<file path="config.mk">
export PLATFORM = sky130hd
export DESIGN_NAME = adc_mux_scan_averager
export DESIGN_NICKNAME = d
export VERILOG_FILES = /design/src/rtl/amsa_pkg.sv /design/src/rtl/amsa_cfg_regs.sv /design/src/rtl/amsa_scan.sv /design/src/rtl/amsa_div.sv /design/src/rtl/adc_mux_scan_averager.sv
export SDC_FILE = /design/constraint.sdc
export NUM_CORES = 1
export LEC_CHECK = 0
export BUFFER_PORTS_ARGS = -buffer_cell sky130_fd_sc_hd__buf_2
export CAP_MARGIN = 20
export CORE_MARGIN = 8
export CORE_UTILIZATION = 30
export CTS_CLUSTER_DIAMETER = 50
export DETAILED_ROUTE_END_ITERATION = 10
export PLACE_DENSITY_LB_ADDON = 0.25
export SYNTH_ARGS = -nofsm -noshare
export SYNTH_HDL_FRONTEND = slang
export SYNTH_SLANG_ARGS = --single-unit
</file>
<file path="constraint.sdc">
create_clock -name i_clk -period 4.3 [get_ports i_clk]
set_clock_uncertainty 0.1 [all_clocks]
set_input_delay 0.215 -clock i_clk [delete_from_list [all_inputs] [get_ports i_clk]]
set_output_delay 0.215 -clock i_clk [all_outputs]
set_load 0.005 [all_outputs]
</file>
<file path="src/rtl/amsa_pkg.sv">
// Shared types and constants for the multiplexed ADC scan averager.
package amsa_pkg;

    localparam int unsigned SAMPLE_W  = 16;
    localparam int unsigned SUM_W     = 16;
    localparam int unsigned CHAN_W    = 8;
    localparam int unsigned AVG_W     = 12;
    localparam int unsigned SEL_W     = 4;
    localparam int unsigned LIMIT_W   = 5;
    localparam int unsigned CFG_IDX_W = 2;
    localparam int unsigned CFG_DAT_W = 12;

    localparam logic [LIMIT_W-1:0] LIMIT_MIN = LIMIT_W'(1);
    localparam logic [LIMIT_W-1:0] LIMIT_MAX = LIMIT_W'(16);

    localparam logic [LIMIT_W-1:0] RST_INPUTS_PER_MUX = LIMIT_W'(16);
    localparam logic [LIMIT_W-1:0] RST_MUX_COUNT      = LIMIT_W'(2);
    localparam logic [AVG_W-1:0]   RST_ADC_MAX        = AVG_W'(1023);

    typedef enum logic [CFG_IDX_W-1:0] {
        CFG_INPUTS_PER_MUX = 2'd0,
        CFG_MUX_COUNT      = 2'd1,
        CFG_ADC_MAX        = 2'd2,
        CFG_UNUSED         = 2'd3
    } t_cfg_idx;

    // Limits are held already clamped to 1..16.
    typedef struct packed {
        logic [LIMIT_W-1:0] inputs_limit;
        logic [LIMIT_W-1:0] mux_limit;
        logic [AVG_W-1:0]   adc_max;
    } t_cfg;

    typedef struct packed {
        logic              hit;
        logic [CHAN_W-1:0] channel;
        logic [SUM_W-1:0]  sum;
        logic [SEL_W-1:0]  node_select;
        logic [SEL_W-1:0]  mux_select;
    } t_result;

endpackage

</file>
<file path="src/rtl/amsa_cfg_regs.sv">
// Configuration registers with limit clamping.
module amsa_cfg_regs (
    input  logic                             i_clk,
    input  logic                             i_rst_n,
    input  logic                             i_cfg_we,
    input  logic [amsa_pkg::CFG_IDX_W-1:0]   i_cfg_index,
    input  logic [amsa_pkg::CFG_DAT_W-1:0]   i_cfg_data,
    output amsa_pkg::t_cfg                   o_cfg
);

    amsa_pkg::t_cfg r_cfg;
    logic [amsa_pkg::LIMIT_W-1:0] w_lim_raw;
    logic [amsa_pkg::LIMIT_W-1:0] w_lim;

    assign w_lim_raw = i_cfg_data[amsa_pkg::LIMIT_W-1:0];

    always_comb begin
        if (w_lim_raw == '0) begin
            w_lim = amsa_pkg::LIMIT_MIN;
        end else if (w_lim_raw > amsa_pkg::LIMIT_MAX) begin
            w_lim = amsa_pkg::LIMIT_MAX;
        end else begin
            w_lim = w_lim_raw;
        end
    end

    always_ff @(posedge i_clk) begin
        if (!i_rst_n) begin
            r_cfg.inputs_limit <= amsa_pkg::RST_INPUTS_PER_MUX;
            r_cfg.mux_limit    <= amsa_pkg::RST_MUX_COUNT;
            r_cfg.adc_max      <= amsa_pkg::RST_ADC_MAX;
        end else if (i_cfg_we) begin
            case (amsa_pkg::t_cfg_idx'(i_cfg_index))
                amsa_pkg::CFG_INPUTS_PER_MUX: r_cfg.inputs_limit <= w_lim;
                amsa_pkg::CFG_MUX_COUNT:      r_cfg.mux_limit    <= w_lim;
                amsa_pkg::CFG_ADC_MAX:        r_cfg.adc_max      <= i_cfg_data;
                default: ;
            endcase
        end
    end

    assign o_cfg = r_cfg;

endmodule

</file>
<file path="src/rtl/amsa_scan.sv">
// Scan state: sample filter, settling discard, accumulator and mux stepping.
module amsa_scan #(
    parameter int unsigned AVG_SAMPLES = 4
) (
    input  logic                            i_clk,
    input  logic                            i_rst_n,
    input  logic                            i_step,
    input  logic [amsa_pkg::SAMPLE_W-1:0]   i_sample,
    input  amsa_pkg::t_cfg                  i_cfg,
    output amsa_pkg::t_result               o_result
);

    localparam int unsigned CNT_W = $clog2(AVG_SAMPLES + 2);
    localparam logic [CNT_W-1:0] CNT_DONE = CNT_W'(AVG_SAMPLES + 1);
    localparam logic [CNT_W-1:0] CNT_MAX  = CNT_W'(AVG_SAMPLES);

    logic [amsa_pkg::SUM_W-1:0]  r_sum,     n_sum;
    logic [CNT_W-1:0]            r_count,   n_count;
    logic [amsa_pkg::CHAN_W-1:0] r_channel, n_channel;
    logic [amsa_pkg::SEL_W-1:0]  r_node,    n_node;
    logic [amsa_pkg::SEL_W-1:0]  r_mux,     n_mux;

    logic                            w_ok;
    logic                            w_done;
    logic [CNT_W-1:0]                w_count_inc;
    logic [amsa_pkg::SUM_W-1:0]      w_sum_acc;
    logic [amsa_pkg::LIMIT_W-1:0]    w_node_inc;
    logic [amsa_pkg::LIMIT_W-1:0]    w_mux_inc;

    assign w_ok        = i_sample <= amsa_pkg::SAMPLE_W'(i_cfg.adc_max);
    assign w_count_inc = r_count + CNT_W'(1);
    assign w_done      = w_ok && (w_count_inc == CNT_DONE);
    // first valid sample after a switch is only counted, not summed
    assign w_sum_acc   = (r_count != '0) ? r_sum + i_sample : r_sum;
    assign w_node_inc  = amsa_pkg::LIMIT_W'(r_node) + amsa_pkg::LIMIT_W'(1);
    assign w_mux_inc   = amsa_pkg::LIMIT_W'(r_mux) + amsa_pkg::LIMIT_W'(1);

    always_comb begin
        n_sum     = r_sum;
        n_count   = r_count;
        n_channel = r_channel;
        n_node    = r_node;
        n_mux     = r_mux;
        if (w_ok) begin
            n_sum   = w_sum_acc;
            n_count = w_count_inc;
        end
        if (w_done) begin
            n_sum     = '0;
            n_count   = '0;
            n_channel = r_channel + amsa_pkg::CHAN_W'(1);
            if (w_node_inc >= i_cfg.inputs_limit) begin
                n_node = '0;
                if (w_mux_inc >= i_cfg.mux_limit) begin
                    n_mux     = '0;
                    n_channel = '0;
                end else begin
                    n_mux = w_mux_inc[amsa_pkg::SEL_W-1:0];
                end
            end else begin
                n_node = w_node_inc[amsa_pkg::SEL_W-1:0];
            end
        end
    end

    always_ff @(posedge i_clk) begin
        if (!i_rst_n) begin
            r_sum     <= '0;
            r_count   <= '0;
            r_channel <= '0;
            r_node    <= '0;
            r_mux     <= '0;
        end else if (i_step) begin
            r_sum     <= n_sum;
            r_count   <= n_count;
            r_channel <= n_channel;
            r_node    <= n_node;
            r_mux     <= n_mux;
        end
    end

    assign o_result.hit         = w_done;
    assign o_result.channel     = r_channel;
    assign o_result.sum         = w_sum_acc;
    assign o_result.node_select = n_node;
    assign o_result.mux_select  = n_mux;

    a_count_bound: assert property (@(posedge i_clk) disable iff (!i_rst_n)
        r_count <= CNT_MAX)
        else $error("sample count beyond window");

    a_sum_clear: assert property (@(posedge i_clk) disable iff (!i_rst_n)
        (r_count <= CNT_W'(1)) |-> (r_sum == '0))
        else $error("sum not empty at window start");

    a_done_restart: assert property (@(posedge i_clk) disable iff (!i_rst_n)
        (i_step && w_done) |=> (r_count == '0 && r_sum == '0))
        else $error("window not restarted after average");

endmodule

</file>
<file path="src/rtl/amsa_div.sv">
// Divide the window sum by the sample count through a reciprocal multiply.
module amsa_div #(
    parameter int unsigned AVG_SAMPLES = 4
) (
    input  logic [amsa_pkg::SUM_W-1:0] i_sum,
    output logic [amsa_pkg::AVG_W-1:0] o_avg
);

    // K = 21 keeps the rounded-up reciprocal exact for 16-bit dividends
    localparam int unsigned K      = 21;
    localparam int unsigned RCP_W  = K + 1;
    localparam int unsigned PROD_W = amsa_pkg::SUM_W + RCP_W;
    localparam logic [RCP_W-1:0] RECIP =
        RCP_W'(((64'd1 << K) + 64'(AVG_SAMPLES) - 64'd1) / 64'(AVG_SAMPLES));

    logic [PROD_W-1:0] w_prod;

    assign w_prod = PROD_W'(i_sum) * PROD_W'(RECIP);
    assign o_avg  = w_prod[K +: amsa_pkg::AVG_W];

endmodule

</file>
<file path="src/rtl/adc_mux_scan_averager.sv">
// Top level of the multiplexed ADC scan averager.
//
// Input channel: one ADC conversion word per handshake (i_in_valid/o_in_ready).
// Words above adc_max are dropped, the first valid word after a channel switch
// is discarded, and the next AVG_SAMPLES valid words are averaged.
// Output channel: one word per completed average (o_out_valid/i_out_ready)
// carrying channel index, truncated mean and the new node/control mux selects.
// A completing input word passes from the input register through the scan
// update into the result register, which drives the output.
// Throughput: one input word per cycle while the receiver does not stall, as the
// scan update between the input and result registers is combinational.
// When the receiver stalls, the result register holds and the input register
// holds its word as well, whether or not it would produce a result;
// o_in_ready drops once both registers are full.
// Reset (synchronous, active low) clears the scan state, both register
// valids and loads the configuration defaults (16 inputs, 2 muxes, max 1023).
// Configuration writes take effect at once; write only while idle.
module adc_mux_scan_averager #(
    parameter int unsigned AVG_SAMPLES = 4
) (
    input  logic                            i_clk,
    input  logic                            i_rst_n,
    input  logic                            i_cfg_we,
    input  logic [amsa_pkg::CFG_IDX_W-1:0]  i_cfg_index,
    input  logic [amsa_pkg::CFG_DAT_W-1:0]  i_cfg_data,
    input  logic                            i_in_valid,
    output logic                            o_in_ready,
    input  logic [amsa_pkg::SAMPLE_W-1:0]   i_adc_sample,
    output logic                            o_out_valid,
    input  logic                            i_out_ready,
    output logic [amsa_pkg::CHAN_W-1:0]     o_channel,
    output logic [amsa_pkg::AVG_W-1:0]      o_average,
    output logic [amsa_pkg::SEL_W-1:0]      o_node_select,
    output logic [amsa_pkg::SEL_W-1:0]      o_mux_select
);

    amsa_pkg::t_cfg    w_cfg;
    amsa_pkg::t_result w_res;

    logic                          r_in_valid;
    logic [amsa_pkg::SAMPLE_W-1:0] r_sample;
    logic                          r_out_valid;
    logic [amsa_pkg::CHAN_W-1:0]   r_channel;
    logic [amsa_pkg::SUM_W-1:0]    r_sum;
    logic [amsa_pkg::SEL_W-1:0]    r_node;
    logic [amsa_pkg::SEL_W-1:0]    r_mux;

    logic w_out_free;
    logic w_adv;

    assign w_out_free = !r_out_valid || i_out_ready;
    assign w_adv      = r_in_valid && w_out_free;
    assign o_in_ready = !r_in_valid || w_out_free;

    amsa_cfg_regs u_cfg (
        .i_clk       (i_clk),
        .i_rst_n     (i_rst_n),
        .i_cfg_we    (i_cfg_we),
        .i_cfg_index (i_cfg_index),
        .i_cfg_data  (i_cfg_data),
        .o_cfg       (w_cfg)
    );

    amsa_scan #(.AVG_SAMPLES(AVG_SAMPLES)) u_scan (
        .i_clk    (i_clk),
        .i_rst_n  (i_rst_n),
        .i_step   (w_adv),
        .i_sample (r_sample),
        .i_cfg    (w_cfg),
        .o_result (w_res)
    );

    always_ff @(posedge i_clk) begin
        if (!i_rst_n) begin
            r_in_valid <= 1'b0;
        end else if (o_in_ready) begin
            r_in_valid <= i_in_valid;
        end
    end

    always_ff @(posedge i_clk) begin
        if (o_in_ready && i_in_valid) begin
            r_sample <= i_adc_sample;
        end
    end

    always_ff @(posedge i_clk) begin
        if (!i_rst_n) begin
            r_out_valid <= 1'b0;
        end else if (w_out_free) begin
            r_out_valid <= w_adv && w_res.hit;
        end
    end

    always_ff @(posedge i_clk) begin
        if (w_adv && w_res.hit) begin
            r_channel <= w_res.channel;
            r_sum     <= w_res.sum;
            r_node    <= w_res.node_select;
            r_mux     <= w_res.mux_select;
        end
    end

    amsa_div #(.AVG_SAMPLES(AVG_SAMPLES)) u_div (
        .i_sum (r_sum),
        .o_avg (o_average)
    );

    assign o_out_valid   = r_out_valid;
    assign o_channel     = r_channel;
    assign o_node_select = r_node;
    assign o_mux_select  = r_mux;

endmodule
</file>
Word-level counts from Yosys, hierarchy flattened:

Index checks and enable logic that the tools add are counted.
W data, S select, Z words.

* register bits after elaboration: 105
* bits in latches: 0
* RAM bits: 0
* ROM bits: 0
* input bits: 35
* memories: 0

* add/sub/neg operators: 5
* $mul: 0
* div/mod/pow operators: 0
* magnitude comparators: 4
* equality and inequality tests: 3
* shifts and indexed selects: 0
* muxes and demuxes: 14
* bitwise logic cells: 0
* reduce and logical (&&, ||, !) cells: 17

Operator list (number)
* $mux W16: 3
* $mux W4: 5
* $add A16 B16 Y16: 1
* $le A16 B12 Y1: 1
* $mux W8: 2
* $add A4 B1 Y5 const B: 2
* $ge A5 B5 Y1: 2
* $mux W5: 2
* $reduce_and A2 Y1: 5
* $add A8 B1 Y8 const B: 1
* $mux W3: 2
* $gt A5 B5 Y1 const B: 1
* $logic_not A5 Y1: 1
* $logic_and A1 B1 Y1: 4
* $add A3 B1 Y3 const B: 1
* $eq A3 B3 Y1 const B: 1
* $reduce_bool A3 Y1: 1
* $eq A2 B1 Y1 const B: 1
* $eq A2 B2 Y1 const B: 1
* $logic_not A1 Y1: 2
* $logic_not A2 Y1: 1
* $logic_or A1 B1 Y1: 2
* $reduce_bool A2 Y1: 1

Longest topological paths before layout:

Gate-level depths: netlist of run 1.

* depth in word-level cells: 5
* mapped depth: 11

Cells and area by module:

Synthesis of run 1 repeated with hierarchy kept, for this count alone.

* cells, all modules: 585
* area, all modules: 5688.0 µm²

Modules (own cells, without submodules)
* amsa_scan: instances 1, cells an instance 420, area an instance 3198.1 µm², seq. area each 700.7 µm²
* adc_mux_scan_averager: instances 1, cells an instance 61, area an instance 1554.0 µm², seq. area each 1481.4 µm²
* amsa_cfg_regs: instances 1, cells an instance 92, area an instance 845.8 µm², seq. area each 440.4 µm²
* amsa_div: instances 1, cells an instance 12, area an instance 90.1 µm², seq. area each 0.0 µm²

Least setup slack after synthesis of run 1:

OpenSTA, ideal clock, no wires.

* kind: register -> register
* start point: register r_sample[11] in the netlist's numbering
* end point: register r_channel (netlist bit o_channel[0]), enable pin
* arrival: 3.764 ns
* required time: 3.750 ns
* slack: -0.014 ns
* stages on the path, launching flop included: 7
* clock period less this slack: 4.314 ns
* cells stage by stage: edfxtp_1 > ha_1 > a21oi_1 > o21ai_0 > or4_4 > o22a_2 > nor3_1

* cells in the longest elaborated chain, start to end: 3

Ends and longest elaborated chain
* start, declared: line adc_mux_scan_averager.sv:41 `logic [amsa_pkg::SAMPLE_W-1:0] r_sample;`
* start signal, assigned: line adc_mux_scan_averager.sv:83 `r_sample <= i_adc_sample;`
* $le A16 B12 Y1: line amsa_scan.sv:30 `assign w_ok = i_sample <= amsa_pkg::SAMPLE_W'(i_cfg.adc_max);`
* $logic_and A1 B1 Y1: line amsa_scan.sv:32 `assign w_done = w_ok && (w_count_inc == CNT_DONE);`
* $logic_and A1 B1 Y1: line adc_mux_scan_averager.sv:96 `if (w_adv && w_res.hit) begin`
* end signal, assigned: line adc_mux_scan_averager.sv:97 `r_channel <= w_res.channel;`
* end, declared: line adc_mux_scan_averager.sv:43 `logic [amsa_pkg::CHAN_W-1:0] r_channel;`

Every way passes these cells.
A chain may end at the register's enable or synchronous reset.

Worst setup path in the final report of run 1:

* start point: register r_sample[11] in the netlist's numbering
* end point: register u_scan.r_channel[7] in the netlist's numbering

* cells in the longest elaborated chain, start to end: 3

Ends and longest elaborated chain
* $le A16 B12 Y1: line amsa_scan.sv:30
* $logic_and A1 B1 Y1: line amsa_scan.sv:32
* $reduce_and A2 Y1 (no line)
* end signal, assigned: line amsa_scan.sv:76 `r_channel <= n_channel;`
* end, declared: line amsa_scan.sv:19 `logic [amsa_pkg::CHAN_W-1:0] r_channel, n_channel;`

Every way passes these cells.

==> results of run 1 <==
[report_power, final]
part	total (mW)	internal (mW)	leakage (nW)	switching (mW)
Sequential	1.03	1.02	0.888	0.0147
Clock	0.744	0.394	0.131	0.350
Combinational	0.154	0.0664	1.58	0.0881
Total	1.93	1.48	2.60	0.453
[final cells by class]
cell class | count | area share (%)
Inverter | 32 | 1.93
Tap cell | 225 | 4.52
Sequential cell | 101 | 39.5
Multi-Input combinational cell | 391 | 40.6
Clock inverter | 4 | 0.401
Clock buffer | 12 | 3.79
Timing Repair Buffer | 91 | 9.27
[worst paths after layout]
kind	from	depth (start not counted)	slack (ns)	endpoint
worst min-delay path	i_cfg_data[9]	3	0.01	u_cfg.o_cfg[9]$_SDFFE_PN1P_
worst min register to register	u_cfg.o_cfg[11]$_SDFFE_PN0P_	2	0.36	u_cfg.o_cfg[11]$_SDFFE_PN0P_
worst max-delay path	r_sample[11]$_DFFE_PP_	9	0.97	u_scan.r_channel[7]$_SDFFE_PN0P_
worst max register to register	r_sample[11]$_DFFE_PP_	9	0.97	u_scan.r_channel[7]$_SDFFE_PN0P_
[synth_stat cells, drive strengths merged (3+ instances only)]
master and count:
xnor2 7, or3 4, dfxtp 57, o22ai 4, nor3 7, nand2 71, clkbuf 13, and2 8
nor2b 9, ha 41, o21ai 26, o211ai 14, inv 32, nand2b 5, buf 5, a21o 9
a31oi 4, a21oi 51, nand3 24, nand4 5, mux2i 6, nor2 44, and3 3, or4 4
xor2 8, edfxtp 44
[what timing repair did]
item / CTS / global route
resized for setup: 0 / 0
hold endpoints to repair: 22 / 0
hold buffers: 22 / 0
[per-stage QoR]
step	cell area [um^2]	hold slack, ns	total power, mW	util (%)	std cells
6_report	6230	0.0144	1.93	36.4	856
5_1_grt	6230	0.00808	2.03	36.4	856
4_1_cts	6230	0.00374	1.97	36.4	856
3_5_place_dp	5750	0.293	1.20	33.6	818
3_3_place_gp	5750	0.292	1.19	33.6	818
2_1_floorplan	5180	0.214	1.14	-	542
[logic make-up (layout without fill, tap and decap cells)]
logic type / count (synthesis) / count (layout) / share of synthesized area, %
adders and majority gates: 42 / 42 / 10.3
DFF: 101 / 101 / 47.5
muxes: 8 / 8 / 1.59
AOI/OAI and AO/OA: 134 / 134 / 16.3
xor gates and xnor gates: 15 / 15 / 2.54
buffers and inverters: 50 / 139 / 3.82
and+or+nand+nor: 192 / 192 / 17.9
[state kept, by name, summed over array words and instances, names as in the netlist]
name and count:
o_channel 8, u_cfg.o_cfg 22, u_scan.r_channel 8, u_scan.r_mux 4, o_mux_select 4, u_scan.r_sum 14
r_in_valid 1, r_sum 12, r_sample 16, u_scan.r_node 4, o_node_select 4, o_out_valid 1
u_scan.r_count 3
[layer usage]
| layer | vias up | global-route usage [%] | wire length (um) |
|---|---|---|---|
| met1 | 1961 | 15.1 | 5990 |
| met4 | 0 | 3.11 | 133 |
| met3 | 8 | 3.61 | 577 |
| met2 | 86 | 21.4 | 6500 |
| li1 | 2121 | - | - |
| met5 | - | 0 | 0 |
[worst max-delay path, stage by stage, from the launching register on]
cell	delay, ns
edfxtp_1	0.40
ha_1	0.34
a21oi_1	0.21
o21ai_0	0.13
or4_4	0.50
o22a_2	0.31
nor3_4	0.66
buf_4	0.36
nand3_1	0.09
a21oi_1	0.15
==> flow_metrics.env, run 1 <==
export IMPL_status="finished clean"
export IMPL_drv_slew=0
export IMPL_dieArea_um2=21700
export IMPL_synth_ff_type="dfxtp_1"
export IMPL_cts_tree="yes"
export IMPL_grt_pass1_wl_um=21800
export IMPL_layout_drive_gt1_share_pct=14.9
export IMPL_grt_antenna_before_repair=0
export IMPL_syn_cell_area_um2=5180
export IMPL_fillCellCount=1733
export IMPL_clk_pin_slew_ns=0.07
export IMPL_post_route_drc_count=0
export IMPL_worstPathMaxFanout=16
export IMPL_root_buffer="clkbuf_16"
export IMPL_synthTopCellsByArea="edfxtp_1 (26%), dfxtp_1 (22%), ha_1 (9.9%)"
export IMPL_ys_seq_area_share_pct=47.5
export IMPL_crit_type="register to register"
export IMPL_seq_area_um2=2460
export IMPL_finalWirelength_um=13200
export IMPL_grt_max_degree=28
export IMPL_critPathLaunchType="register"
export IMPL_fp_dieH_um=147
export IMPL_dpl_hpwl_um=9740
export IMPL_clockBufferDepth=2
export IMPL_maxCapViolCount=0
export IMPL_clock_fmax_ghz=0.300
export IMPL_vias_per_cell=4.88
export IMPL_yosys_area_top_type_share_pct=25.5
export IMPL_dp_slack_ns=0.950
export IMPL_finalWorstSetupSlack_ns=0.969
export IMPL_num_rows=48
export IMPL_wl_per_cell_um=15.4
export IMPL_via_count=4176
export IMPL_period_share_pct=77.5
export IMPL_cts_sinks=101
export IMPL_multi_input_area_um2=2530
export IMPL_drt_initial_drc_count=289
export IMPL_tns_ns=0
export IMPL_grt_pass1_vias=4273
export IMPL_synth_edff_count=44
export IMPL_drtAntennaViolNets=0
export IMPL_leakage_nw=2.60
export IMPL_nNetsFinal=703
export IMPL_synth_area_per_cell_um2=9.55
export IMPL_finalHoldViolCount=0
export IMPL_synth_nets=619
export IMPL_post_cts_buffers=0
export IMPL_async_reset_ff_share_pct=0
export IMPL_synth_cells=542
export IMPL_ir_worst_vdd_mv=0.271
export IMPL_ys_ff_latch=101
export IMPL_numCtsBuffers=9
export IMPL_io_pin_count=65
export IMPL_diodes=0
export IMPL_hp_class="input port to register"
export IMPL_yosysTopAreaCell="edfxtp_1"
export IMPL_p_per_area_nw_per_um2=310
export IMPL_gp_congestion=0.814
export IMPL_grt_overflow=0
export IMPL_yosys_warnings=0
export IMPL_layout_common_cells="nand2_1 (71), buf_2 (64), dfxtp_1 (57), a21oi_1 (51)"
export IMPL_slew_limit_headroom_pct=26.7
export IMPL_cp_arrival_ns=3.51
export IMPL_portBuffers=64
export IMPL_coreArea_um2=17100
export IMPL_drtPass1Iterations=4
export IMPL_start_util_pct=30.3
export IMPL_htree_levels=3
export IMPL_clkLatencyLatePin_ns=0.35
export IMPL_setup_viol=0
export IMPL_tightestPinTransition_ns=1.10
export IMPL_rsz0062_at_grt="no"
export IMPL_required_ns=4.48
export IMPL_synth_cell_type_count=60
export IMPL_syn2layout_area_growth_pct=20.4
export IMPL_fin_crit_ns=3.33
export IMPL_final_common_cell="nand2_1"
export IMPL_die_w_um=147
export IMPL_endpoint_kind="register"
export IMPL_grt_total_usage_pct=12.5
Power figures use the tool's default switching activity.
==> run 2: changes to the inputs <==
- clock period: 4.3 -> 3.3 ns (I/O delays scaled with it)
==> run 2 against run 1 <==
Against the previous run: fmax is 14% higher; global-route usage fell by 0.076 points; flip-flop and latch count stayed put; total power up 34%; combinational power is 34% higher; first-iteration DRC count shrank 24%; via count unchanged; critical path depth decreased by 1; clock power up 38%; worst setup slack lost 0.60 ns; wire length hardly changed.
==> flow_metrics.env, run 2 (synthesis gave the netlist of run 1 again) <==
export IMPL_ir_worst_vdd_mv=0.295
export IMPL_clock_fmax_ghz=0.341
export IMPL_finalHoldViolCount=0
export IMPL_fin_util_pct=37.0
export IMPL_grt_antenna_before_repair=0
export IMPL_ctsHoldBuffers=27
export IMPL_finalWirelength_um=13200
export IMPL_crit_type="register to register"
export IMPL_grt_pass1_wl_um=21600
export IMPL_root_buffer="clkbuf_16"
export IMPL_setup_viol=0
export IMPL_num_rows=48
export IMPL_drtAntennaViolNets=0
export IMPL_tightestPinTransition_ns=0.912
export IMPL_drv_slew=0
export IMPL_fin_crit_ns=2.93
export IMPL_worstHoldStart="i_cfg_data[1]"
export IMPL_fillCellCount=1730
export IMPL_clkLatencyLatePin_ns=0.35
export IMPL_rrSetupSlack_ns=0.37
export IMPL_dieArea_um2=21700
export IMPL_r2r_end="u_scan.r_channel[5]$_SDFFE_PN0P_"
export IMPL_grt_overflow=0
export IMPL_power_mw=2.58
export IMPL_cts_tree="yes"
export IMPL_worstPathMaxFanout=11
export IMPL_ctsResizeCount=0
export IMPL_cp_slowest_cell="or4_4"
export IMPL_status="finished clean"
export IMPL_reg2regPathDepth=8
export IMPL_post_route_drc_count=0
export IMPL_portBuffers=64
export IMPL_rsz0062_at_grt="no"
export IMPL_grt_pass1_vias=4245
export IMPL_seq_area_um2=2460
export IMPL_vias_per_cell=4.84
export IMPL_hp_class="input port to register"
export IMPL_leakage_nw=2.65
export IMPL_final_common_cell="nand2_1"
export IMPL_post_cts_buffers=0
export IMPL_layout_common_cells="nand2_1 (71), buf_2 (64), dfxtp_1 (57), a21oi_1 (51)"
export IMPL_r2r_start="r_sample[11]$_DFFE_PP_"
export IMPL_drt_initial_drc_count=219
export IMPL_layout_drive_gt1_share_pct=15.4
export IMPL_required_ns=3.46
export IMPL_multi_input_area_um2=2530
export IMPL_crit_chain="ha_1 > a21oi_1 > o21ai_0 > or4_4 > o22a_2 > nor3_4 > a31oi_1 > a311oi_1"
export IMPL_period_share_pct=88.8
export IMPL_slew_limit_headroom_pct=39.1
export IMPL_drtPass1Iterations=4
export IMPL_largest_reg_flops=22
export IMPL_die_w_um=147
export IMPL_diodes=0
export IMPL_grt_total_usage_pct=12.4
export IMPL_max_stage_delay_ns=0.49
export IMPL_clockBufferDepth=2
export IMPL_hold_end="u_cfg.o_cfg[18]$_SDFFE_PN0P_"
export IMPL_cp_startpoint="r_sample[11]$_DFFE_PP_"
export IMPL_coreArea_um2=17100
export IMPL_htree_levels=3
export IMPL_start_util_pct=30.3
export IMPL_endpoint_kind="register"
export IMPL_syn2layout_area_growth_pct=22.3
export IMPL_p_per_area_nw_per_um2=408
export IMPL_wl_per_cell_um=15.3
export IMPL_dpl_hpwl_um=9890
export IMPL_cp_arrival_ns=3.09
export IMPL_tns_ns=0
export IMPL_io_pin_count=65
export IMPL_critPathLaunchType="register"
export IMPL_via_count=4176
export IMPL_grt_max_degree=30
export IMPL_nNetsFinal=710
export IMPL_fp_dieH_um=147
export IMPL_clk_pin_slew_ns=0.07
export IMPL_numCtsBuffers=9
export IMPL_cts_sinks=101
export IMPL_hold_depth=3
export IMPL_maxCapViolCount=0
export IMPL_gp_congestion=0.851
-- run 2: worst max path at each step --
stage                                        to  depth (start not counted)  slack [ns]
6_report       u_scan.r_channel[5]$_SDFFE_PN0P_                          8        0.37
5_1_grt           u_scan.r_node[0]$_SDFFE_PN0P_                          8        0.18
4_1_cts        u_scan.r_channel[5]$_SDFFE_PN0P_                          8        0.39
3_5_place_dp   u_scan.r_channel[5]$_SDFFE_PN0P_                          8        0.40
3_3_place_gp   u_scan.r_channel[5]$_SDFFE_PN0P_                          8        0.47
2_1_floorplan            o_channel[0]$_DFFE_PP_                          6        0.27
-- run 2: power by group --
group / total (mW) / switching [mW] / internal [mW] / leakage [nW]
Sequential: 1.35 / 0.0197 / 1.33 / 0.888
Clock: 1.03 / 0.476 / 0.554 / 0.145
Combinational: 0.207 / 0.115 / 0.0914 / 1.61
Total: 2.58 / 0.611 / 1.97 / 2.65
-- run 2: per-layer routing --
layer,vias to the layer above,GRT usage [%],share of wire [%]
met5,-,0,0
met4,0,3.16,1.0
met3,11,3.76,5.0
met2,80,21.5,49
met1,1952,14.6,45
li1,2133,-,-
-- run 2: cell type report --
| class | instances | area share (%) |
|---|---|---|
| well taps | 225 | 4.44 |
| multi-input cells | 391 | 39.9 |
| inverters | 32 | 1.90 |
| repair buffers | 98 | 10.3 |
| clock inverters | 6 | 0.573 |
| flip-flops and latches | 101 | 38.9 |
| clock buffers | 10 | 3.95 |
-- run 2: worst max-delay path, delay by kind of cell (launching register included) --
kind | cells | cell delay [ns]
AOI/OAI and AO/OA | 5 | 1.00
adders and majority gates | 1 | 0.35
DFF | 1 | 0.42
and+or+nand+nor | 2 | 0.96
-- run 2: metrics by stage --
step	hold slack, ns	worst slack, ns	instance area (um^2)	cells
global route	0.0365	0.184	6340	863
floorplan	0.164	0.274	5190	542
finish	0.0281	0.371	6340	863
CTS	0.0204	0.393	6330	862
global placement	0.242	0.470	5770	819
detailed placement	0.243	0.402	5770	819
